--- config.mk ---
export PLATFORM = sky130hd
export DESIGN_NAME = psc_front
export DESIGN_NICKNAME = d
export VERILOG_FILES = /design/src/rtl/psc_pkg.sv /design/src/rtl/psc_front.sv
export SDC_FILE = /design/constraint.sdc
export NUM_CORES = 1
export LEC_CHECK = 0
export BUFFER_PORTS_ARGS = -buffer_cell sky130_fd_sc_hd__buf_2
export CAP_MARGIN = 20
export CORE_ASPECT_RATIO = 0.5
export CORE_MARGIN = 5
export CORE_UTILIZATION = 50
export CTS_CLUSTER_DIAMETER = 200
export DETAILED_ROUTE_END_ITERATION = 16
export GPL_ROUTABILITY_DRIVEN = 0
export PLACE_DENSITY = 0.82
export SLEW_MARGIN = 20
export SYNTH_ARGS = -nofsm -noshare
export SYNTH_HDL_FRONTEND = slang
export SYNTH_SLANG_ARGS = --single-unit
export TNS_END_PERCENT = 1
--- constraint.sdc ---
create_clock -name clk -period 7.7 [get_ports clk]
set_input_delay 0 -clock clk [delete_from_list [all_inputs] [get_ports clk]]
set_output_delay 0 -clock clk [all_outputs]
set_load 0.1 [all_outputs]
--- src/rtl/psc_pkg.sv ---
// ----------------------------------------------------------------------------
// psc_pkg
// shared types, constants and helpers for the pressure compensation pipeline
// ----------------------------------------------------------------------------
`default_nettype none

package psc_pkg;

  localparam int unsigned DATA_W   = 32;
  localparam int unsigned RAW_W    = 20;
  localparam int unsigned COEF_W   = 16;
  localparam int unsigned SQ_W     = 19;
  localparam int unsigned DIV_STEPS = DATA_W;

  localparam logic [DATA_W-1:0] PC_BASE  = 32'd1048576;
  localparam logic [DATA_W-1:0] PC_SCALE = 32'd3125;

  // apb register map, word index
  localparam int unsigned APB_ADDR_W = 4;
  localparam logic [1:0] REG_P7 = 2'd0;
  localparam logic [1:0] REG_P8 = 2'd1;
  localparam logic [1:0] REG_P9 = 2'd2;

  // control that travels with each beat through the pipeline
  typedef struct packed {
    logic vld;  // stage holds a live beat
    logic dbz;  // divisor was zero
    logic dbl;  // doubling applied after the division
  } psc_ctrl_t;

  function automatic logic [DATA_W-1:0] sx16(input logic [COEF_W-1:0] v);
    sx16 = {{(DATA_W-COEF_W){v[COEF_W-1]}}, v};
  endfunction

  function automatic logic [DATA_W-1:0] asr(input logic [DATA_W-1:0] v,
                                            input int unsigned s);
    asr = DATA_W'($signed(v) >>> s);
  endfunction

endpackage

`default_nettype wire

--- src/rtl/psc_front.sv ---
// ----------------------------------------------------------------------------
// psc_front
// two stages: offset subtraction, then scaling by 3125 and numerator select
// ----------------------------------------------------------------------------
`default_nettype none

module psc_front
  import psc_pkg::*;
(
  input  wire logic              clk,
  input  wire logic              rst,
  input  wire logic              advance,
  input  wire logic              in_vld,
  input  wire logic [RAW_W-1:0]  raw_pressure,
  input  wire logic [DATA_W-1:0] divisor_term,
  input  wire logic [DATA_W-1:0] offset_term,
  output psc_ctrl_t              out_ctrl,
  output logic [DATA_W-1:0]      out_num,
  output logic [DATA_W-1:0]      out_div
);

  logic              vld1;
  logic [DATA_W-1:0] base1;
  logic [DATA_W-1:0] div1;
  logic [DATA_W-1:0] base_next;
  logic [DATA_W-1:0] prod_next;

  assign base_next = PC_BASE - {{(DATA_W-RAW_W){1'b0}}, raw_pressure} - asr(offset_term, 12);
  assign prod_next = base1 * PC_SCALE;

  always_ff @(posedge clk) begin
    if (rst) begin
      vld1         <= 1'b0;
      out_ctrl.vld <= 1'b0;
    end else if (advance) begin
      vld1         <= in_vld;
      out_ctrl.vld <= vld1;
    end
    if (advance) begin
      base1        <= base_next;
      div1         <= divisor_term;
      // below half the range the doubling fits before the division
      out_ctrl.dbz <= (div1 == '0);
      out_ctrl.dbl <= prod_next[DATA_W-1];
      out_num      <= prod_next[DATA_W-1] ? prod_next : {prod_next[DATA_W-2:0], 1'b0};
      out_div      <= div1;
    end
  end

endmodule

`default_nettype wire

# Word level (Yosys, flattened, before mapping)
# Cells that the tools add are included.
dict set report word_totals {
  ff_bits 132
  inputBits 88
  output_inout_bits 67
  wordCells 15
}
dict set report classes {
  n_addsub 2
  mul 1
  n_mux 1
  n_reduce_logical 1
}
# cell n
set ops {}
lappend ops {{zero test 32 bit} 1}
lappend ops {{multiplier 32 x 12 -> 32 bit, second input constant} 1}
lappend ops {{two-way mux 31 bit} 1}
lappend ops {{subtractor 22 x 20 -> 23 bit} 1}
lappend ops {{subtractor 21 x 20 -> 22 bit, first input constant} 1}

# Depth between registers and ports, before layout
dict set report logic_depth {
  depth_word 2
  ltp_mapped 20
}

# Least setup slack after synthesis
# OpenSTA, ideal clock, no wires.
dict set report synth_timing {
  kind {register to register}
  start {reg base1[11]}
  end {reg out_num[10] (data pin)}
  setup_ns 0.260
  arrival_ns 5.234
  t_required_ns 7.440
  slack_ns 2.206
  path_stages_with_launch 21
  path_buffers 2
  synth_period_minus_slack_ns 5.494
  path_cell_list {edfxtp_1 > ha_1 > ha_1 > inv_1 > fa_1 > inv_1 > fa_1 > inv_1 > fa_1 > inv_1 > ha_1 > buf_2 > a211o_1 > a211oi_1 > o22a_1 > nand4b_1 > a41oi_2 > a21oi_1 > xnor2_2 > buf_4 > mux2_2}
}
dict set report synth_via {
  elab_chain_len 2
}
# item line_no
set synth_rtl {}
lappend synth_rtl {{start: declaration} psc_front.sv:23} ;# logic [DATA_W-1:0] base1;
lappend synth_rtl {{start signal: assignment} psc_front.sv:40} ;# base1 <= base_next;
lappend synth_rtl {{multiplier 32 x 12 -> 32 bit} psc_front.sv:29} ;# assign prod_next = base1 * PC_SCALE;
lappend synth_rtl {{two-way mux 31 bit} psc_front.sv:45} ;# out_num <= prod_next[DATA_W-1] ? prod_next : {prod_next[DATA_W-2:0], 1'b0};
lappend synth_rtl {{end signal: assignment} psc_front.sv:45}
lappend synth_rtl {{end: declaration} psc_front.sv:18} ;# output logic [DATA_W-1:0] out_num,
# No other way between the ends.
# A chain may end at the register's enable or synchronous reset.

# Final worst setup path
dict set report layout_timing {
  start {reg base1[11]}
  end {reg out_num[21] (data pin)}
}
# Same word-level chain as after synthesis.

==> results.ini <==
[setup_path]
rr_worst_depth = 19
crit_arrival_ns = 6.72
crit_fanout = 25
r2r_end = out_num[21]$_DFFE_PP_
cp_cell_sequence = ha_1, ha_1, inv_1, fa_1, inv_1, fa_1, inv_1, fa_1, inv_1, ha_1, a211o_1, a211oi_1, o22a_1, nand4b_1, a41oi_2, a21oi_1, xnor2_4, buf_4, mux2i_1
end_kind = flip-flop
critPathKind = reg -> reg
cp.depth = 19
r2r_slack_ns = 1.23
critPathMostFrequentCell = inv_1
critPathLaunchType = flip-flop
slowest_stage = xnor2_4
r2r_start = base1[11]$_DFFE_PP_
path_buf_inv = 5
path_delay_family = adder cells
slowest_delay_ns = 0.77
critPathRequiredTime_ns = 7.95

[floorplanning]
rows = 37
ios = 155
dieArea_sq_um = 24080
die_width_microns = 214.5
initial_utilization_pct = 50.87
coreArea_sq_um = 20550
dieHeight_microns = 112.3

[global_routing]
grt_start_max_net_pins = 67
grt_use_total_pct = 18.72
first_global_vias = 7481
grt_pass1_wl_microns = 37060
grt_overflow_total = 0
antenna_found_initial = 0

[synth]
synthFlopType = edfxtp_1
yosysTopAreaCellShare_pct = 34.75
synth-seq-cells = 123
syn_nets = 1258
synthArstFlopShare_pct = 0
synth_area_per_cell_sq_um = 10.95
synth_edf_count = 121
yosysMostFrequentCell = inv_1
syn-cell-area_sq_um = 10460
yosysSeqAreaShare_pct = 35.13
synth_common_cells = inv_1, ha_1, edfxtp_1
synth_area_leaders = edfxtp_1, ha_1, fa_1
synth_warnings = 0
netlist_instances = 955
ys_types = 63
yosysTopAreaCell = edfxtp_1

[layout]
syn_to_final_growth_pct = 18.79
final_core_utilization_pct = 60.43
drive_gt1_share_pct = 17.29
n_antenna_cell = 0
fin_nets = 1447
nFillCells = 1577

[outcome]
status = complete, no violations

[sta]
max_freq_ghz = 0.1545
fin_crit_sh_pct = 84.05
relSlewSlack_pct = 38.83
drv_slew = 0
setup_viol = 0
finalHoldViolations = 0
fin_tns_setup_ns = 0
min_period_ns = 6.472
worst_slew_pin_slew_ns = 0.9175
fin_skew_ns = 0.009995
rsz0062_at_grt = false

[clocking]
clock-sinks = 123
tritoncts = yes
clock-root-buffer = clkbuf_16
h-tree-depth = 4
clock_path_buffers = 2
path_clk_slew_ns = 0.06
cts_resized = 0
worstSkewPairLatency_ns = 0.42
cts_buffers = 17

[job]
drv_cap = 0

[hold_path]
hold_end = base1[1]$_DFFE_PP_
worstHoldPathCells = 3
hold_start = offset_term[13]
worstHoldPathType = in -> reg

[detailed_routing]
via_count = 7300
wl_microns = 22370
postRouteAntennaNets = 0
drtIter0Drc = 606
dr.pass1.iters = 5
vias_per_cell = 5.105
route.detailed.drc = 0
post_drt_wl_per_cell_microns = 15.65

[place]
place_hpwl_microns = 17610
port_buffers = 142

kinds of logic after synthesis:
logic type               count (synthesis)  share of synthesized area, %
XOR/XNOR                                68                         5.768
AND/OR/NAND/NOR                        151                         7.826
buffers and inverters                  238                         8.651
AO/OA/AOI/OAI                          123                         7.718
multiplexers                            37                         3.721
adder cells (fa/ha/maj)                215                         31.18
flip-flops                             123                         35.13
placed cells by master (no fill, tap or decap), types with 4 or more instances in the layout:
cell / n
a211oi_1: 6
a21boi_0: 4
a21o_1: 16
a21oi_1: 37
a221oi_1: 4
buf_2: 141
clkbuf_16: 17
dlygate4sd3_1: 36
edfxtp_1: 121
fa_1: 76
ha_1: 139
inv_1: 227
inv_6: 4
mux2_2: 15
mux2i_1: 22
nand2_1: 24
nand2b_1: 8
nand3_1: 7
nand3b_1: 5
nand4_1: 5
nor2_1: 37
nor2b_1: 12
nor3_1: 19
nor4_1: 12
o21ai_0: 25
o21bai_1: 5
or4_4: 4
xnor2_1: 43
xor2_1: 24
state kept, by name, indices dropped and copies added (netlist names):
| signal | flops |
|---|---|
| base1 | 23 |
| div1 | 32 |
| out_ctrl | 3 |
| out_div | 32 |
| out_num | 32 |
| vld1 | 1 |
metrics by stage:
stage	hold slack [ns]	instances	setup WS (ns)	cell area, sq um
2_1_floorplan	0.07238	955	2.206	10460
3_3_place_gp	0.1711	1362	1.499	11490
3_5_place_dp	0.1764	1362	1.263	11490
4_1_cts	0.07431	1430	1.243	12420
5_1_grt	0.1187	1430	0.9577	12420
6_report	0.1122	1430	1.228	12420
worst reg2reg max path, cell delays in order, from the launching register on:
cell      delay, ns
edfxtp_1       0.46
ha_1           0.34
ha_1           0.29
inv_1          0.09
fa_1           0.54
inv_1          0.05
fa_1           0.54
inv_1          0.06
fa_1           0.54
inv_1          0.05
ha_1           0.41
a211o_1        0.35
a211oi_1       0.28
o22a_1         0.23
nand4b_1       0.18
a41oi_2        0.34
a21oi_1        0.21
xnor2_4        0.77
buf_4          0.34
mux2i_1        0.24
routing by layer:
layer  GRT usage, %  vias to the layer above  part of all wire, %
met5              0                        -                    0
met4          4.245                        0                  1.2
met3          4.392                       28                  6.6
met2          30.83                      247                   46
met1          25.58                     3422                   46
li1               -                     3603                    -
repair_timing:
action | CTS | global route
setup endpoints to repair | 0 | 0
endpoints found under the hold margin | 36 | 0
setup buffers | 0 | 0
hold buffers | 36 | 0
how the worst max path moves through the flow:
stage	from	to	slack (ns)
6_report	base1[11]$_DFFE_PP_	out_num[21]$_DFFE_PP_	1.23
4_1_cts	base1[11]$_DFFE_PP_	out_num[15]$_DFFE_PP_	1.24
3_3_place_gp	base1[11]$_DFFE_PP_	out_num[15]$_DFFE_PP_	1.50
5_1_grt	base1[12]$_DFFE_PP_	out_num[21]$_DFFE_PP_	0.96
2_1_floorplan	base1[11]$_DFFE_PP_	out_num[10]$_DFFE_PP_	2.21
3_5_place_dp	base1[11]$_DFFE_PP_	out_num[15]$_DFFE_PP_	1.26
layout make-up:
class / count / area, sq um / share of cell area, %
Clock inverter: 14 / 142.6 / 1.148
Timing Repair Buffer: 180 / 1089 / 8.764
Clock buffer: 18 / 429.2 / 3.455
Tap cell: 273 / 341.6 / 2.750
Multi-Input combinational cell: 594 / 5889 / 47.42
Inverter: 228 / 855.8 / 6.890
Sequential cell: 123 / 3674 / 29.58
Power is left out: the tool's default activity adds up to more than one toggle a clock period on the data nets, which glitch-free logic cannot reach.
