<file path="config.mk">
export PLATFORM = sky130hd
export DESIGN_NAME = psc_correct
export DESIGN_NICKNAME = d
export VERILOG_FILES = /design/src/rtl/psc_pkg.sv /design/src/rtl/psc_correct.sv
export SDC_FILE = /design/constraint.sdc
export NUM_CORES = 2
export LEC_CHECK = 0
export BUFFER_PORTS_ARGS = -buffer_cell sky130_fd_sc_hd__buf_2
export CAP_MARGIN = 20
export CORE_UTILIZATION = 25
export DETAILED_ROUTE_END_ITERATION = 7
export PLACE_DENSITY = 0.42
export SLEW_MARGIN = 20
export SYNTH_ARGS = -nofsm -noshare
export SYNTH_HDL_FRONTEND = slang
export SYNTH_SLANG_ARGS = --single-unit
</file>
<file path="constraint.sdc">
create_clock -name clk -period 22.6 [get_ports clk]
set_input_delay 4.52 -clock clk [delete_from_list [all_inputs] [get_ports clk]]
set_output_delay 4.52 -clock clk [all_outputs]
set_load 0.01 [all_outputs]
</file>
<file path="src/rtl/psc_pkg.sv">
// ----------------------------------------------------------------------------
// psc_pkg
// shared types, constants and helpers for the pressure compensation pipeline
// ----------------------------------------------------------------------------
`default_nettype none

package psc_pkg;

  localparam int unsigned DATA_W   = 32;
  localparam int unsigned RAW_W    = 20;
  localparam int unsigned COEF_W   = 16;
  localparam int unsigned SQ_W     = 19;
  localparam int unsigned DIV_STEPS = DATA_W;

  localparam logic [DATA_W-1:0] PC_BASE  = 32'd1048576;
  localparam logic [DATA_W-1:0] PC_SCALE = 32'd3125;

  // apb register map, word index
  localparam int unsigned APB_ADDR_W = 4;
  localparam logic [1:0] REG_P7 = 2'd0;
  localparam logic [1:0] REG_P8 = 2'd1;
  localparam logic [1:0] REG_P9 = 2'd2;

  // control that travels with each beat through the pipeline
  typedef struct packed {
    logic vld;  // stage holds a live beat
    logic dbz;  // divisor was zero
    logic dbl;  // doubling applied after the division
  } psc_ctrl_t;

  function automatic logic [DATA_W-1:0] sx16(input logic [COEF_W-1:0] v);
    sx16 = {{(DATA_W-COEF_W){v[COEF_W-1]}}, v};
  endfunction

  function automatic logic [DATA_W-1:0] asr(input logic [DATA_W-1:0] v,
                                            input int unsigned s);
    asr = DATA_W'($signed(v) >>> s);
  endfunction

endpackage

`default_nettype wire

</file>
<file path="src/rtl/psc_correct.sv">
// ----------------------------------------------------------------------------
// psc_correct
// second-order correction with p7, p8, p9 over four stages
// ----------------------------------------------------------------------------
`default_nettype none

module psc_correct
  import psc_pkg::*;
(
  input  wire logic              clk,
  input  wire logic              rst,
  input  wire logic              advance,
  input  wire psc_ctrl_t         in_ctrl,
  input  wire logic [DATA_W-1:0] in_quot,
  input  wire logic [COEF_W-1:0] coef_p7,
  input  wire logic [COEF_W-1:0] coef_p8,
  input  wire logic [COEF_W-1:0] coef_p9,
  output logic                   out_vld,
  output logic [DATA_W-1:0]      pressure_pa,
  output logic                   divide_by_zero
);

  logic [DATA_W-1:0]     p_in;
  logic [DATA_W-4:0]     p_sh3;
  logic [2*DATA_W-7:0]   sq_full;
  logic [DATA_W-1:0]     lin_next;
  logic [DATA_W-1:0]     quad_next;
  logic [DATA_W-1:0]     sum_next;
  logic [DATA_W-1:0]     p_next;

  logic [2:0]            vld;
  logic [2:0]            dbz;
  logic [DATA_W-1:0]     p1, p2, p3;
  logic [SQ_W-1:0]       sq1;
  logic [DATA_W-1:0]     lin1;
  logic [DATA_W-1:0]     quad2;
  logic [DATA_W-1:0]     lin2;
  logic [DATA_W-1:0]     sum3;

  assign p_in      = in_ctrl.dbl ? {in_quot[DATA_W-2:0], 1'b0} : in_quot;
  assign p_sh3     = p_in[DATA_W-1:3];
  assign sq_full   = p_sh3 * p_sh3;
  assign lin_next  = {2'b00, p_in[DATA_W-1:2]} * sx16(coef_p8);
  assign quad_next = sx16(coef_p9) * {{(DATA_W-SQ_W){1'b0}}, sq1};
  assign sum_next  = asr(quad2, 12) + lin2 + sx16(coef_p7);
  assign p_next    = dbz[2] ? '0 : p3 + asr(sum3, 4);

  always_ff @(posedge clk) begin
    if (rst) begin
      vld     <= '0;
      out_vld <= 1'b0;
    end else if (advance) begin
      vld     <= {vld[1:0], in_ctrl.vld};
      out_vld <= vld[2];
    end
  end

  always_ff @(posedge clk) begin
    if (advance) begin
      dbz            <= {dbz[1:0], in_ctrl.dbz};
      // stage 1: square and linear products
      p1             <= p_in;
      sq1            <= sq_full[DATA_W-1:13];
      lin1           <= lin_next;
      // stage 2: quadratic product
      p2             <= p1;
      quad2          <= quad_next;
      lin2           <= asr(lin1, 13);
      // stage 3: correction sum
      p3             <= p2;
      sum3           <= sum_next;
      // stage 4: final add
      pressure_pa    <= p_next;
      divide_by_zero <= dbz[2];
    end
  end

endmodule

`default_nettype wire

</file>
==> Yosys cells after proc, flatten, opt, wreduce, memory -nomap -nowiden <==
Index checks and enable logic that the tools add are counted.
{ "totals": {"regBits": 270, "latchBits": 0, "ram_bits": 0, "mem_bits_ro": 0, "output_inout_bits": 34, "memories": 0} }
{ "classes": {"n_addsub": 3, "multipliers": 3, "div_mod_pow": 0, "order_cmp": 0, "n_eq_ne": 0, "shift": 0, "muxes": 1, "n_bitwise": 0, "n_reduce_logical": 0} }
{ "op_table": {"columns": ["cell", "n"], "rows": [
  ["adder 32 bit", 1],
  ["multiplier 16 x 20 -> 32 bit", 1],
  ["multiplier 29 x 29 -> 32 bit", 1],
  ["multiplier 31 x 16 -> 32 bit", 1],
  ["2-to-1 mux 32 bit", 1],
  ["adder 21 x 16 -> 22 bit", 1],
  ["adder 20 x 19 -> 21 bit", 1]
]} }

==> Longest topological paths before layout <==
{ "depth": {"word_depth": 2, "depth_mapped": 33} }

==> Least setup slack after synthesis <==
No wires, ideal clock.
{ "synth_timing": {"kind": "input port to flip-flop", "from": "input port in_ctrl[0] (netlist bit)", "to": "register sq1[16] (data pin)", "setup_time_ns": 0.262, "t_arrival_ns": 12.192, "setup_slack_ns": 10.146, "path_stages": 28, "path_buffers": 5, "path_cell_list": "buf_2 -> buf_2 -> buf_2 -> mux2i_1 -> clkbuf_1 -> clkbuf_1 -> nor2_1 -> fa_1 -> fa_1 -> fa_1 -> inv_1 -> fa_1 -> inv_1 -> fa_1 -> inv_1 -> fa_1 -> inv_1 -> fa_1 -> fa_1 -> ha_1 -> a21o_1 -> a21o_1 -> a221o_1 -> a21oi_2 -> o41ai_2 -> a311oi_2 -> o21bai_1 -> xor2_1"} }
{ "synth_via": {"elab_chain_cells": 2} }
{ "synth_rtl": {"columns": ["item", "line_no", "rtl"], "rows": [
  ["from (decl)", "psc_correct.sv:13", "input wire psc_ctrl_t in_ctrl,"],
  ["2-to-1 mux 32 bit", "psc_correct.sv:40", "assign p_in = in_ctrl.dbl ? {in_quot[DATA_W-2:0], 1'b0} : in_quot;"],
  ["multiplier 29 x 29 -> 32 bit", "psc_correct.sv:42", "assign sq_full = p_sh3 * p_sh3;"],
  ["named net sq_full[29]", "psc_correct.sv:25", "logic [2*DATA_W-7:0] sq_full;"],
  ["to (signal assigned)", "psc_correct.sv:63", "sq1 <= sq_full[DATA_W-1:13];"],
  ["to (decl)", "psc_correct.sv:34", "logic [SQ_W-1:0] sq1;"]
]} }
The timed path passes the listed nets, and every way through them passes these cells.
A chain may end at the register's enable or synchronous reset.

==> Final worst setup path <==
{ "layout_timing": {"from": "input port in_ctrl[0] (netlist bit)", "to": "register sq1[18] (data pin)"} }
Same word-level chain as after synthesis.

==> metrics.log <==
[metrics] Via Count: 28,400
[metrics] cell types occupying the most area after synthesis: sky130_fd_sc_hd__fa_1, sky130_fd_sc_hd__edfxtp_1, sky130_fd_sc_hd__ha_1, sky130_fd_sc_hd__inv_1, sky130_fd_sc_hd__nand2_1
[metrics] number of enable flip-flop cells after synthesis: 227
[metrics] simple-gate portion of the synthesized area: 12.3%
[metrics] largest net degree at the start of global routing: 154
[metrics] maximum single-stage delay on the critical path: 0.88 ns
[metrics] CP arrival: 13.14 ns
[metrics] clock buffer count from CTS: 30
[metrics] DR iter-0 viols: 1,482
[metrics] Clock Sinks: 231
[metrics] insertion delay of the later-clocked pin in the worst-skew pair: 0.61 ns
[metrics] final WL: 125,000 um
[metrics] count of warnings emitted by yosys: 0
[metrics] maximum fanout along the worst path: 34
[metrics] portion of the clock cycle consumed by the worst path in the final layout: 56.7%
[metrics] measured slew at the worst slew-check pin: 1.02 ns
[metrics] via count of the first global-routing pass: 31,800
[metrics] unrepaired setup endpoints after global routing: false
[metrics] setup bufs post-CTS: 0
[metrics] post-cts repair resize count: 0
[metrics] DRT antenna net count: 0
[metrics] via count normalized by instance count: 4.21
[metrics] Final min period: 12.81 ns
[metrics] final setup violation count: 0
[metrics] Gate Count Post-Synth: 4,358
[metrics] first-pass detailed-route iteration total: 7
[metrics] Port-buffer cells: 119
[metrics] data required time at the worst endpoint: 22.93 ns
[metrics] io pins: 120
[metrics] initial antenna violation count: 6
[metrics] CP most frequent cell: sky130_fd_sc_hd__fa_1
[metrics] Sum Neg Setup Slack: 0 ns
[metrics] chip height: 418 um
[metrics] average cell area after synthesis: 9.91 um^2
[metrics] outcome: complete, but fails checks
[metrics] fraction of post-synthesis cell area in the top cell type by area: 42.8%
[metrics] count of distinct cell types in the synthesized netlist: 72
[metrics] critical path class: in -> reg
[metrics] Seq cells post-synth: 231
[metrics] Synth Flop Type: sky130_fd_sc_hd__edfxtp_1
[metrics] GP Congestion: 0.832
[metrics] xor and xnor fraction of the mapped netlist area: 2.82%
[metrics] endpoints failing hold: 0
[metrics] Layout fillers: 18,400
[metrics] largest area contributor in the synthesized netlist: sky130_fd_sc_hd__fa_1
[metrics] clk root buf: sky130_fd_sc_hd__clkbuf_16
[metrics] maximum clock skew at final layout: 0.0259 ns
[metrics] estimated wirelength of the detail-placed design: 101,000 um
[metrics] Post-route DRC: 2
[metrics] main combinational cell family by area after synthesis: adder cells
[metrics] H-tree levels: 1
[metrics] Post-Synth Adder-Cell Area: 53.2%
[metrics] launching element type of the critical path: primary input
[metrics] Total GRT Usage: 14.7%
[metrics] share of cells above drive strength 1: 5.78%
[metrics] Slew Limit Headroom: 30.6%
[metrics] global-route wire length before repair: 194,000 um
[metrics] total core area: 0.172 mm^2
[metrics] final net count: 5,775
[metrics] GR Overflow Total: 0
[metrics] average routed wire per standard cell: 18.5 um
[metrics] clock tree from TritonCTS: built
[metrics] die width: 418 um
[metrics] multiplexer share of the synthesized area: 0.959%
[metrics] max-cap check violation count: 0
[metrics] post-synthesis sequential area ratio: 16.0%
[metrics] final core utilization: 27.7%
[metrics] layout overhead on the synthesized area: 10.1%
[metrics] compound-cell area share of the yosys netlist: 3.67%
[metrics] path category of the worst min-delay check: reg -> reg
[metrics] violations in the final reports: design-rule violations
[metrics] CTS Hold Bufs: 0
[metrics] post-CTS clock slew at the launch and capture registers of the worst setup and hold paths: 0.06 ns
[metrics] number of buffers on the longest clock path: 3
[metrics] Crit. End Element: flip-flop
[metrics] starting utilization of the core area: 25.2%
[metrics] cell row count: 152
[metrics] post-synthesis async set-or-reset flop share: 0%
[metrics] floorplan die area: 0.174 mm^2
[metrics] top achievable clock speed: 78.1 MHz
[metrics] count of final max-slew check failures: 0
[metrics] net count after synthesis: 5,726
[metrics] cell with the largest stage delay on the worst path: sky130_fd_sc_hd__mux2i_2
[metrics] area of the mapped netlist: 0.0432 mm^2
final cells by class:
| cell class | instances | area, um^2 | area share, % |
|---|---|---|---|
| diodes | 3 | 7.51 | 0.0158 |
| flip-flops and latches | 231 | 6900 | 14.5 |
| clock inverters | 21 | 218 | 0.458 |
| multi-input cells | 2854 | 31600 | 66.4 |
| repair buffers | 173 | 1030 | 2.17 |
| clock buffers | 33 | 762 | 1.60 |
| well taps | 2310 | 2890 | 6.08 |
| inverters | 1117 | 4190 | 8.82 |
worst max-delay path: cells and delay by family:
kind / cells / cell delay (ns)
fa+ha+maj: 9 / 4.32
compound gates: 6 / 1.18
simple gates: 3 / 0.48
mux: 1 / 0.88
buf+inv: 7 / 1.65
registers in the layout (all words and copies together) (netlist names), 19 cells and up:
register     cells
pressure_pa     32
p3              32
lin2            19
p2              32
sq1             19
p1              32
quad2           20
lin1            19
layer usage:
| metal | vias up | GRT usage (%) | part of all wire, % |
|---|---|---|---|
| met4 | 4 | 2.42 | 1.6 |
| met1 | 14800 | 19.8 | 45 |
| li1 | 13000 | - | - |
| met2 | 490 | 25.8 | 50 |
| met5 | - | 0 | 0.024 |
| met3 | 99 | 1.46 | 3.8 |
through the flow:
step | hold WS (ns) | cells | worst slack [ns] | cell area, um^2
final | 0.416 | 6742 | 9.79 | 47600
after global routing | 0.421 | 6739 | 9.41 | 47500
after CTS | 0.413 | 6738 | 9.76 | 47500
after detailed placement | 0.405 | 6684 | 9.16 | 46600
after global placement | 0.401 | 6684 | 8.83 | 46600
after floorplan | 0.400 | 4358 | 10.15 | 43200
cell usage in the layout, fill, tap and decap left out, types with 7 or more instances in the layout:
master / instances
sky130_fd_sc_hd__a21oi_1: 66
sky130_fd_sc_hd__nand3_1: 7
sky130_fd_sc_hd__nand2b_1: 26
sky130_fd_sc_hd__clkbuf_16: 30
sky130_fd_sc_hd__clkinv_1: 9
sky130_fd_sc_hd__o21bai_1: 14
sky130_fd_sc_hd__o21ai_1: 9
sky130_fd_sc_hd__o21ai_0: 34
sky130_fd_sc_hd__a211oi_1: 14
sky130_fd_sc_hd__nand2_1: 521
sky130_fd_sc_hd__buf_2: 118
sky130_fd_sc_hd__xor2_1: 36
sky130_fd_sc_hd__nor3_1: 25
sky130_fd_sc_hd__fa_1: 923
sky130_fd_sc_hd__mux2i_1: 17
sky130_fd_sc_hd__buf_4: 52
sky130_fd_sc_hd__nand4_1: 13
sky130_fd_sc_hd__inv_1: 1109
sky130_fd_sc_hd__edfxtp_1: 227
sky130_fd_sc_hd__o21a_1: 18
sky130_fd_sc_hd__mux2i_2: 14
sky130_fd_sc_hd__nor2_1: 246
sky130_fd_sc_hd__xnor2_1: 103
sky130_fd_sc_hd__a21o_1: 25
sky130_fd_sc_hd__ha_1: 359
sky130_fd_sc_hd__nor2b_1: 28
sky130_fd_sc_hd__and2_1: 266
logic make-up (layout without fill, tap and decap cells):
family,count (synthesis),after routing
AOI/OAI and AO/OA,236,236
other,0,3
buffers and inverters,1273,1344
xor gates and xnor gates,139,139
DFF,231,231
and+or+nand+nor,1159,1159
muxes,38,38
adders and majority gates,1282,1282
Yosys cell counts (all sizes together) (5+ instances only):
| master | n |
|---|---|
| o211ai | 6 |
| and4 | 6 |
| nand2b | 26 |
| edfxtp | 227 |
| nor2 | 246 |
| and2 | 266 |
| o21bai | 14 |
| nor3 | 26 |
| inv | 1114 |
| mux2i | 33 |
| mux2 | 5 |
| xnor2 | 103 |
| a31oi | 5 |
| clkbuf | 141 |
| a21oi | 67 |
| nand2 | 521 |
| and3 | 6 |
| buf | 15 |
| o21a | 18 |
| fa | 923 |
| ha | 359 |
| a211oi | 16 |
| nand4 | 13 |
| o21ai | 43 |
| a21o | 25 |
| nand3 | 7 |
| nor2b | 28 |
| xor2 | 36 |
final timing paths:
| path | start | endpoint | slack [ns] | cells past startpoint |
|---|---|---|---|---|
| max | in_ctrl[0] | sq1[18]$_DFFE_PP_ | 9.79 | 26 |
| min | p1[24]$_DFFE_PP_ | p2[24]$_DFFE_PP_ | 0.42 | 0 |
| max reg2reg | sq1[8]$_DFFE_PP_ | quad2[31]$_DFFE_PP_ | 15.13 | 21 |
| min reg2reg | p1[24]$_DFFE_PP_ | p2[24]$_DFFE_PP_ | 0.42 | 0 |
Power is left out: the tool's default activity adds up to more than one toggle a clock period on the data nets, which glitch-free logic cannot reach.
