===== src/rtl/psc_pkg.sv =====
// ----------------------------------------------------------------------------
// psc_pkg
// shared types, constants and helpers for the pressure compensation pipeline
// ----------------------------------------------------------------------------
`default_nettype none

package psc_pkg;

  localparam int unsigned DATA_W   = 32;
  localparam int unsigned RAW_W    = 20;
  localparam int unsigned COEF_W   = 16;
  localparam int unsigned SQ_W     = 19;
  localparam int unsigned DIV_STEPS = DATA_W;

  localparam logic [DATA_W-1:0] PC_BASE  = 32'd1048576;
  localparam logic [DATA_W-1:0] PC_SCALE = 32'd3125;

  // apb register map, word index
  localparam int unsigned APB_ADDR_W = 4;
  localparam logic [1:0] REG_P7 = 2'd0;
  localparam logic [1:0] REG_P8 = 2'd1;
  localparam logic [1:0] REG_P9 = 2'd2;

  // control that travels with each beat through the pipeline
  typedef struct packed {
    logic vld;  // stage holds a live beat
    logic dbz;  // divisor was zero
    logic dbl;  // doubling applied after the division
  } psc_ctrl_t;

  function automatic logic [DATA_W-1:0] sx16(input logic [COEF_W-1:0] v);
    sx16 = {{(DATA_W-COEF_W){v[COEF_W-1]}}, v};
  endfunction

  function automatic logic [DATA_W-1:0] asr(input logic [DATA_W-1:0] v,
                                            input int unsigned s);
    asr = DATA_W'($signed(v) >>> s);
  endfunction

endpackage

`default_nettype wire


===== src/rtl/psc_div_step.sv =====
// ----------------------------------------------------------------------------
// psc_div_step
// one registered step of the restoring divider, one quotient bit
// ----------------------------------------------------------------------------
`default_nettype none

module psc_div_step
  import psc_pkg::*;
(
  input  wire logic              clk,
  input  wire logic              rst,
  input  wire logic              advance,
  input  wire psc_ctrl_t         in_ctrl,
  input  wire logic [DATA_W-1:0] in_rem,
  input  wire logic [DATA_W-1:0] in_word,
  input  wire logic [DATA_W-1:0] in_div,
  output psc_ctrl_t              out_ctrl,
  output logic [DATA_W-1:0]      out_rem,
  output logic [DATA_W-1:0]      out_word,
  output logic [DATA_W-1:0]      out_div
);

  logic [DATA_W:0]   trial;
  logic [DATA_W+1:0] diff;
  logic              ge;

  // word shifts dividend bits out at the top and quotient bits in at the bottom
  assign trial = {in_rem, in_word[DATA_W-1]};
  assign diff  = {1'b0, trial} - {2'b00, in_div};
  assign ge    = ~diff[DATA_W+1];

  always_ff @(posedge clk) begin
    if (rst) begin
      out_ctrl.vld <= 1'b0;
    end else if (advance) begin
      out_ctrl.vld <= in_ctrl.vld;
    end
    if (advance) begin
      out_ctrl.dbz <= in_ctrl.dbz;
      out_ctrl.dbl <= in_ctrl.dbl;
      out_rem      <= ge ? diff[DATA_W-1:0] : trial[DATA_W-1:0];
      out_word     <= {in_word[DATA_W-2:0], ge};
      out_div      <= in_div;
    end
  end

endmodule

`default_nettype wire


===== src/rtl/psc_divider.sv =====
// ----------------------------------------------------------------------------
// psc_divider
// fully pipelined 32 by 32 unsigned restoring divider
// ----------------------------------------------------------------------------
`default_nettype none

module psc_divider
  import psc_pkg::*;
(
  input  wire logic              clk,
  input  wire logic              rst,
  input  wire logic              advance,
  input  wire psc_ctrl_t         in_ctrl,
  input  wire logic [DATA_W-1:0] in_num,
  input  wire logic [DATA_W-1:0] in_div,
  output psc_ctrl_t              out_ctrl,
  output logic [DATA_W-1:0]      out_quot
);

  psc_ctrl_t         ctrl [DIV_STEPS+1];
  logic [DATA_W-1:0] rem  [DIV_STEPS+1];
  logic [DATA_W-1:0] word [DIV_STEPS+1];
  logic [DATA_W-1:0] dvs  [DIV_STEPS+1];

  assign ctrl[0] = in_ctrl;
  assign rem[0]  = '0;
  assign word[0] = in_num;
  assign dvs[0]  = in_div;

  for (genvar i = 0; i < DIV_STEPS; i++) begin : g_step
    psc_div_step u_step (
      .clk      (clk),
      .rst      (rst),
      .advance  (advance),
      .in_ctrl  (ctrl[i]),
      .in_rem   (rem[i]),
      .in_word  (word[i]),
      .in_div   (dvs[i]),
      .out_ctrl (ctrl[i+1]),
      .out_rem  (rem[i+1]),
      .out_word (word[i+1]),
      .out_div  (dvs[i+1])
    );
  end

  assign out_ctrl = ctrl[DIV_STEPS];
  assign out_quot = word[DIV_STEPS];

endmodule

`default_nettype wire


===== config.mk =====
export PLATFORM = sky130hd
export DESIGN_NAME = psc_divider
export DESIGN_NICKNAME = d
export VERILOG_FILES = /design/src/rtl/psc_pkg.sv /design/src/rtl/psc_div_step.sv /design/src/rtl/psc_divider.sv
export SDC_FILE = /design/constraint.sdc
export NUM_CORES = 2
export LEC_CHECK = 0
export BUFFER_PORTS_ARGS = -buffer_cell sky130_fd_sc_hd__clkbuf_2
export CAP_MARGIN = 20
export CORE_AREA = 2 2 486 536
export CTS_CLUSTER_SIZE = 30
export DETAILED_ROUTE_END_ITERATION = 10
export DIE_AREA = 0 0 488 538
export PLACE_DENSITY = 0.8
export SYNTH_ARGS = -nofsm -noshare
export SYNTH_HDL_FRONTEND = slang
export SYNTH_SLANG_ARGS = --single-unit

===== constraint.sdc =====
create_clock -name clk -period 4.33 [get_ports clk]
set_clock_uncertainty 0.15 [all_clocks]
set_input_delay 0.433 -clock clk [delete_from_list [all_inputs] [get_ports clk]]
set_output_delay 0.433 -clock clk [all_outputs]
set_load 0.005 [all_outputs]

# After elaboration in Yosys (flattened, before gate mapping)
# Cells that the tools add are included.
[totals] out_inout_bits=35 ff_bits=3104 word_cells=286
[op_classes] add_sub_neg=32 muxes=31 bitwise_logic=32
[ops] cell="$sub A33 B32 Y34" count=31
[ops] cell="$mux W32" count=30
[ops] cell="$sub A1 B32 Y33" count=1
[ops] cell="$not A1 Y1" count=32
[ops] cell="$mux W1" count=1

# Depth between registers and ports, before layout
[depth] ltp_word=2 mapped_depth=16 ltp_nobuf=15

# Hierarchy
# From an unflattened synthesis, not the netlist that was laid out.
[unflattened] hier_cells=14095 hier_area_um2=168514.1
[by_module_without_submodules] module="psc_div_step (g_step[23].u_step ...)" area_each_um2=5225.0 instances=17 seq_area_each_um2=2962.8 cells_each=458
[by_module_without_submodules] module="psc_div_step (g_step[0].u_step ...)" area_each_um2=5286.3 instances=11 seq_area_each_um2=2962.8 cells_each=420
[by_module_without_submodules] module="psc_div_step (g_step[10].u_step ...)" area_each_um2=5383.9 instances=4 seq_area_each_um2=2962.8 cells_each=422
[by_module_without_submodules] module="psc_divider" area_each_um2=3.8 instances=1 seq_area_each_um2=0.0 cells_each=1

# Least setup slack after synthesis
# OpenSTA, ideal clock, no wires.
[synth_timing] path_kind="register to register" start="reg g_step[4].u_step.out_div[1]" end="reg g_step[5].u_step.out_rem[23], data pin" path_stages_with_launch=15 slack_ns=0.441 required_ns=3.920 setup_time_ns=0.260 arrival_time_ns=3.479 period_less_slack_ns=3.889 path_cell_list="edfxtp_1 -> inv_1 -> ha_1 -> nor2b_1 -> o31a_1 -> nor4_4 -> o21ai_1 -> a2111o_1 -> a211oi_4 -> o21ai_2 -> a221oi_2 -> o21ai_2 -> a211oi_4 -> buf_6 -> mux2_2"
[synth_via] elab_chain_len=2
[synth_rtl] element="start: declaration" line_no="psc_div_step.sv:20" rtl="output logic [DATA_W-1:0] out_div"
[synth_rtl] element="start signal: assignment" line_no="psc_div_step.sv:43" rtl="out_div <= in_div;"
[synth_rtl] element="$sub A33 B32 Y34" line_no="psc_div_step.sv:29" rtl="assign diff = {1'b0, trial} - {2'b00, in_div};"
[synth_rtl] element="$mux W32" line_no="psc_div_step.sv:41" rtl="out_rem <= ge ? diff[DATA_W-1:0] : trial[DATA_W-1:0];"
[synth_rtl] element="end signal: assignment" line_no="psc_div_step.sv:41"
[synth_rtl] element="end: declaration" line_no="psc_div_step.sv:18" rtl="output logic [DATA_W-1:0] out_rem,"
# No other way between the ends.
# A chain may end at the register's enable or synchronous reset.

# Final worst setup path
[layout_timing] start="reg g_step[19].u_step.out_word[31]" end="reg g_step[20].u_step.out_rem[16], data pin"
[layout_via] elab_chain_len=2
[layout_rtl] element="start: declaration" line_no="psc_div_step.sv:19" rtl="output logic [DATA_W-1:0] out_word,"
[layout_rtl] element="start signal: assignment" line_no="psc_div_step.sv:42" rtl="out_word <= {in_word[DATA_W-2:0], ge};"
[layout_rtl] element="$sub A33 B32 Y34" line_no="psc_div_step.sv:29"
[layout_rtl] element="$mux W32" line_no="psc_div_step.sv:41"
[layout_rtl] element="end signal: assignment" line_no="psc_div_step.sv:41"
[layout_rtl] element="end: declaration" line_no="psc_div_step.sv:18"
# No other way between the ends.

==> flow_metrics.env <==
export IMPL_switching_share=0.359
export IMPL_synthArstFlopShare=0
export IMPL_clk_pin_slew_worst_paths_ns=0.07
export IMPL_start_kind="flip-flop"
export IMPL_hp_class="in2reg"
export IMPL_irDropWorstVdd_uv=434
export IMPL_synth_area_leaders="edfxtp_1 (60%), ha_1 (8.1%), a21oi_1 (3.3%)"
export IMPL_fin_crit_sh=0.988
export IMPL_maxCapViolations=0
export IMPL_finalNetCount=14000
export IMPL_ff2ff_path_depth=15
export IMPL_cp_required_ns=4.79
export IMPL_worstMarginPinSlew_ns=1.02
export IMPL_grt_ovfl_total=0
export IMPL_place_ws_ns=-0.155
export IMPL_vias_per_cell=5.92
export IMPL_cts_buffers=320
export IMPL_drt_wl_total_um=337000
export IMPL_p_total_mw=129
export IMPL_drc=0
export IMPL_max_freq_mhz=234
export IMPL_synth_cells=12300
export IMPL_report_final_slew_viol_count=0
export IMPL_place_area_um2=161000
export IMPL_critical_path_arrival_ns=4.73
export IMPL_tritoncts="built"
export IMPL_syn_area_per_cell_um2=12.4
export IMPL_grt_max_degree=136
export IMPL_cpMaxStageDelayCell="o41ai_1"
export IMPL_root_buffer="clkbuf_16"
export IMPL_crit_type="reg2reg"
export IMPL_antenna_left=0
export IMPL_drt_initial_drc_count=8009
export IMPL_critPathMaxStageDelay_ns=0.65
export IMPL_critical_path_buf_inv_count=2
export IMPL_io_pins=105
export IMPL_synth_top_cell_area_share=0.601
export IMPL_status="complete, no violations"
export IMPL_rows=196
export IMPL_routedWlPerCell_um=20.3
export IMPL_clk_path_buf_depth=4
export IMPL_hold_depth=2
export IMPL_gp_congestion=0.961
export IMPL_critPathMaxFanout=3
export IMPL_leakage_nw=69.1
export IMPL_h_tree_depth=5
export IMPL_die_area_um2=263000
export IMPL_synth_edf_count=3072
export IMPL_design_area_um2=172000
export IMPL_antenna_found_initial=9
export IMPL_initial_core_util=0.596
export IMPL_yosys_warnings=0
export IMPL_crit_chain="inv_1 -> ha_1 -> inv_1 -> fa_2 -> a211oi_2 -> nor2_2 -> and4_1 -> o41ai_1 -> a21oi_1 -> o21a_1 -> o21a_1 -> o21ai_0 -> nand2b_1 -> xor2_1 -> mux2_2"
export IMPL_synth_main_ff_cell="edfxtp_1"
export IMPL_track_usage=0.252
export IMPL_fp_dieW_um=488
export IMPL_p_sw_mw=46.4
export IMPL_power_density_nw_per_um2=750
export IMPL_first_pass_iters=7
export IMPL_layout_drive_gt1_share=0.106
export IMPL_core_um2=258000
export IMPL_cp_num_cells=15
export IMPL_yosysTopAreaCell="edfxtp_1"
export IMPL_fp_dieH_um=538
export IMPL_syn_area_um2=154000
export IMPL_hold_viol=0
export IMPL_rsz0062_at_grt="yes"
export IMPL_num_vias=98300
export IMPL_synth_seq_area_share=0.605
export IMPL_num_fill_cells=17800
export IMPL_r2r_slack_ns=0.05
export IMPL_clock_sinks=3104
export IMPL_seqPwrFrac=0.362
export IMPL_post_dp_hpwl_um=238000
export IMPL_grt_pass1_vias=100000
export IMPL_cp_top_family="compound AO/OA/AOI/OAI gates"
export IMPL_port_buffers=104
export IMPL_combPwrFrac=0.428
export IMPL_grt_pass1_wl_um=526000
export IMPL_setup_viol=0
export IMPL_period_needed_ns=4.28
export IMPL_maxSlewHeadroom=0.315
export IMPL_clk_latency_ns=0.92
export IMPL_synth_cell_types=86
export IMPL_area_growth_pct=12.1
export IMPL_fin_ws_ns=0.0526
export IMPL_clkPwrFrac=0.211
export IMPL_end_kind="flip-flop"
export IMPL_p_int_mw=82.7
export IMPL_ys_seq_elements=3104
[through the flow]
step	instances	hold WS, ns	setup TNS, ns	utilization
after floorplan	12400	0.250	0	-
after global placement	15900	0.250	-0.761	0.623
after detailed placement	15900	0.255	-0.527	0.623
after CTS	16600	0.0347	0	0.666
after global routing	16600	0.0889	-0.693	0.668
final	16600	0.109	0	0.668
[worst paths after layout]
kind,startpoint,to
worst max-delay path,g_step[19].u_step.out_word[31]$_DFFE_PP_,g_step[20].u_step.out_rem[16]$_DFFE_PP_
worst min-delay path,in_num[22],g_step[0].u_step.out_word[23]$_DFFE_PP_
worst max register to register,g_step[19].u_step.out_word[31]$_DFFE_PP_,g_step[20].u_step.out_rem[16]$_DFFE_PP_
worst min register to register,g_step[3].u_step.out_word[14]$_DFFE_PP_,g_step[4].u_step.out_word[15]$_DFFE_PP_
[area by class of cell]
class                           count  area, um^2  area share
Clock inverter                    178        1860      0.0108
Inverter                         1227        4610      0.0267
Antenna cell                       10        25.0    0.000145
Tap cell                         3465        4340      0.0252
Multi-Input combinational cell   7747       55700       0.324
Timing Repair Buffer              491        4410      0.0256
Clock buffer                      383        8350      0.0485
Sequential cell                  3104       92900       0.539
[registers in the layout (all words and copies together) (netlist names)]
name                    cells
g_step.u_step.out_div     992
g_step.u_step.out_rem     992
g_step.u_step.out_word   1024
g_step.u_step.out_ctrl     96
[synth_stat cells (all sizes together) (57+ instances only)]
master and count:
xnor2 469, and3 79, a211oi 100, a21o 484
nand2 771, xor2 341, nand2b 142, o21ai 774
mux2 346, nor2 695, a31oi 82, inv 1227
nor3 142, o21bai 103, o21a 117, o31ai 61
nand3 141, nor2b 111, buf 68, edfxtp 3072
clkbuf 204, nand4 107, mux2i 57, a21oi 1011
ha 993
[layer usage]
metal | share of wire | wire [um] | up-vias | global-route usage
li1 | - | - | 46600 | -
met5 | 0 | 0 | - | 0
met2 | 0.52 | 176000 | 3295 | 0.461
met3 | 0.050 | 16900 | 1115 | 0.0335
met1 | 0.37 | 126000 | 47300 | 0.286
met4 | 0.054 | 18100 | 0 | 0.129
[power by group through the flow]
stage	clock network [mW]	logic (mW)	registers [mW]
4_1_cts	27.7	54.0	46.6
6_report	27.2	55.2	46.7
3_3_place_gp	0	51.3	47.0
3_5_place_dp	0	53.2	47.2
2_1_floorplan	0	39.6	45.2
5_1_grt	28.9	60.7	47.2
[layout by cell type (no fill, tap or decap), types with 110 or more instances in the layout]
cell / n
nor2_1: 693
ha_1: 988
nor3_1: 134
a21oi_1: 1003
xor2_1: 341
clkbuf_16: 325
inv_1: 1224
nand2b_1: 140
buf_4: 252
o21a_1: 117
edfxtp_1: 3072
mux2_2: 343
nand3_1: 141
nand2_1: 771
o21ai_0: 745
a21o_1: 484
nor2b_1: 110
xnor2_1: 469
[worst register-to-register path, cell delays in order, from the launching register on]
cell and delay (ns):
edfxtp_1 0.38, inv_1 0.11, ha_1 0.17, inv_1 0.06
fa_2 0.39, a211oi_2 0.27, nor2_2 0.12, and4_1 0.28
o41ai_1 0.65, a21oi_1 0.19, o21a_1 0.23, o21a_1 0.19
o21ai_0 0.24, nand2b_1 0.12, xor2_1 0.15, mux2_2 0.26
[what timing repair did]
| action | CTS | global route |
|---|---|---|
| hold buffers | 70 | 0 |
| setup endpoints to repair | 14 | 410 |
| hold endpoints to repair | 113 | 0 |
| resized for setup | 18 | 92 |
| gates cloned | 0 | 1 |
| pin swaps | 6 | 23 |
| buffers inserted | 2 | 13 |
[logic make-up after synthesis]
kind of cell,after synthesis,share of synthesized area
other cells,1,0.0000244
xor+xnor,810,0.0462
mux,403,0.0291
compound gates,3118,0.126
buf+inv,1499,0.0372
simple gates,2378,0.0717
flops,3104,0.605
fa+ha+maj,1023,0.0848
Power figures use the tool's default switching activity.
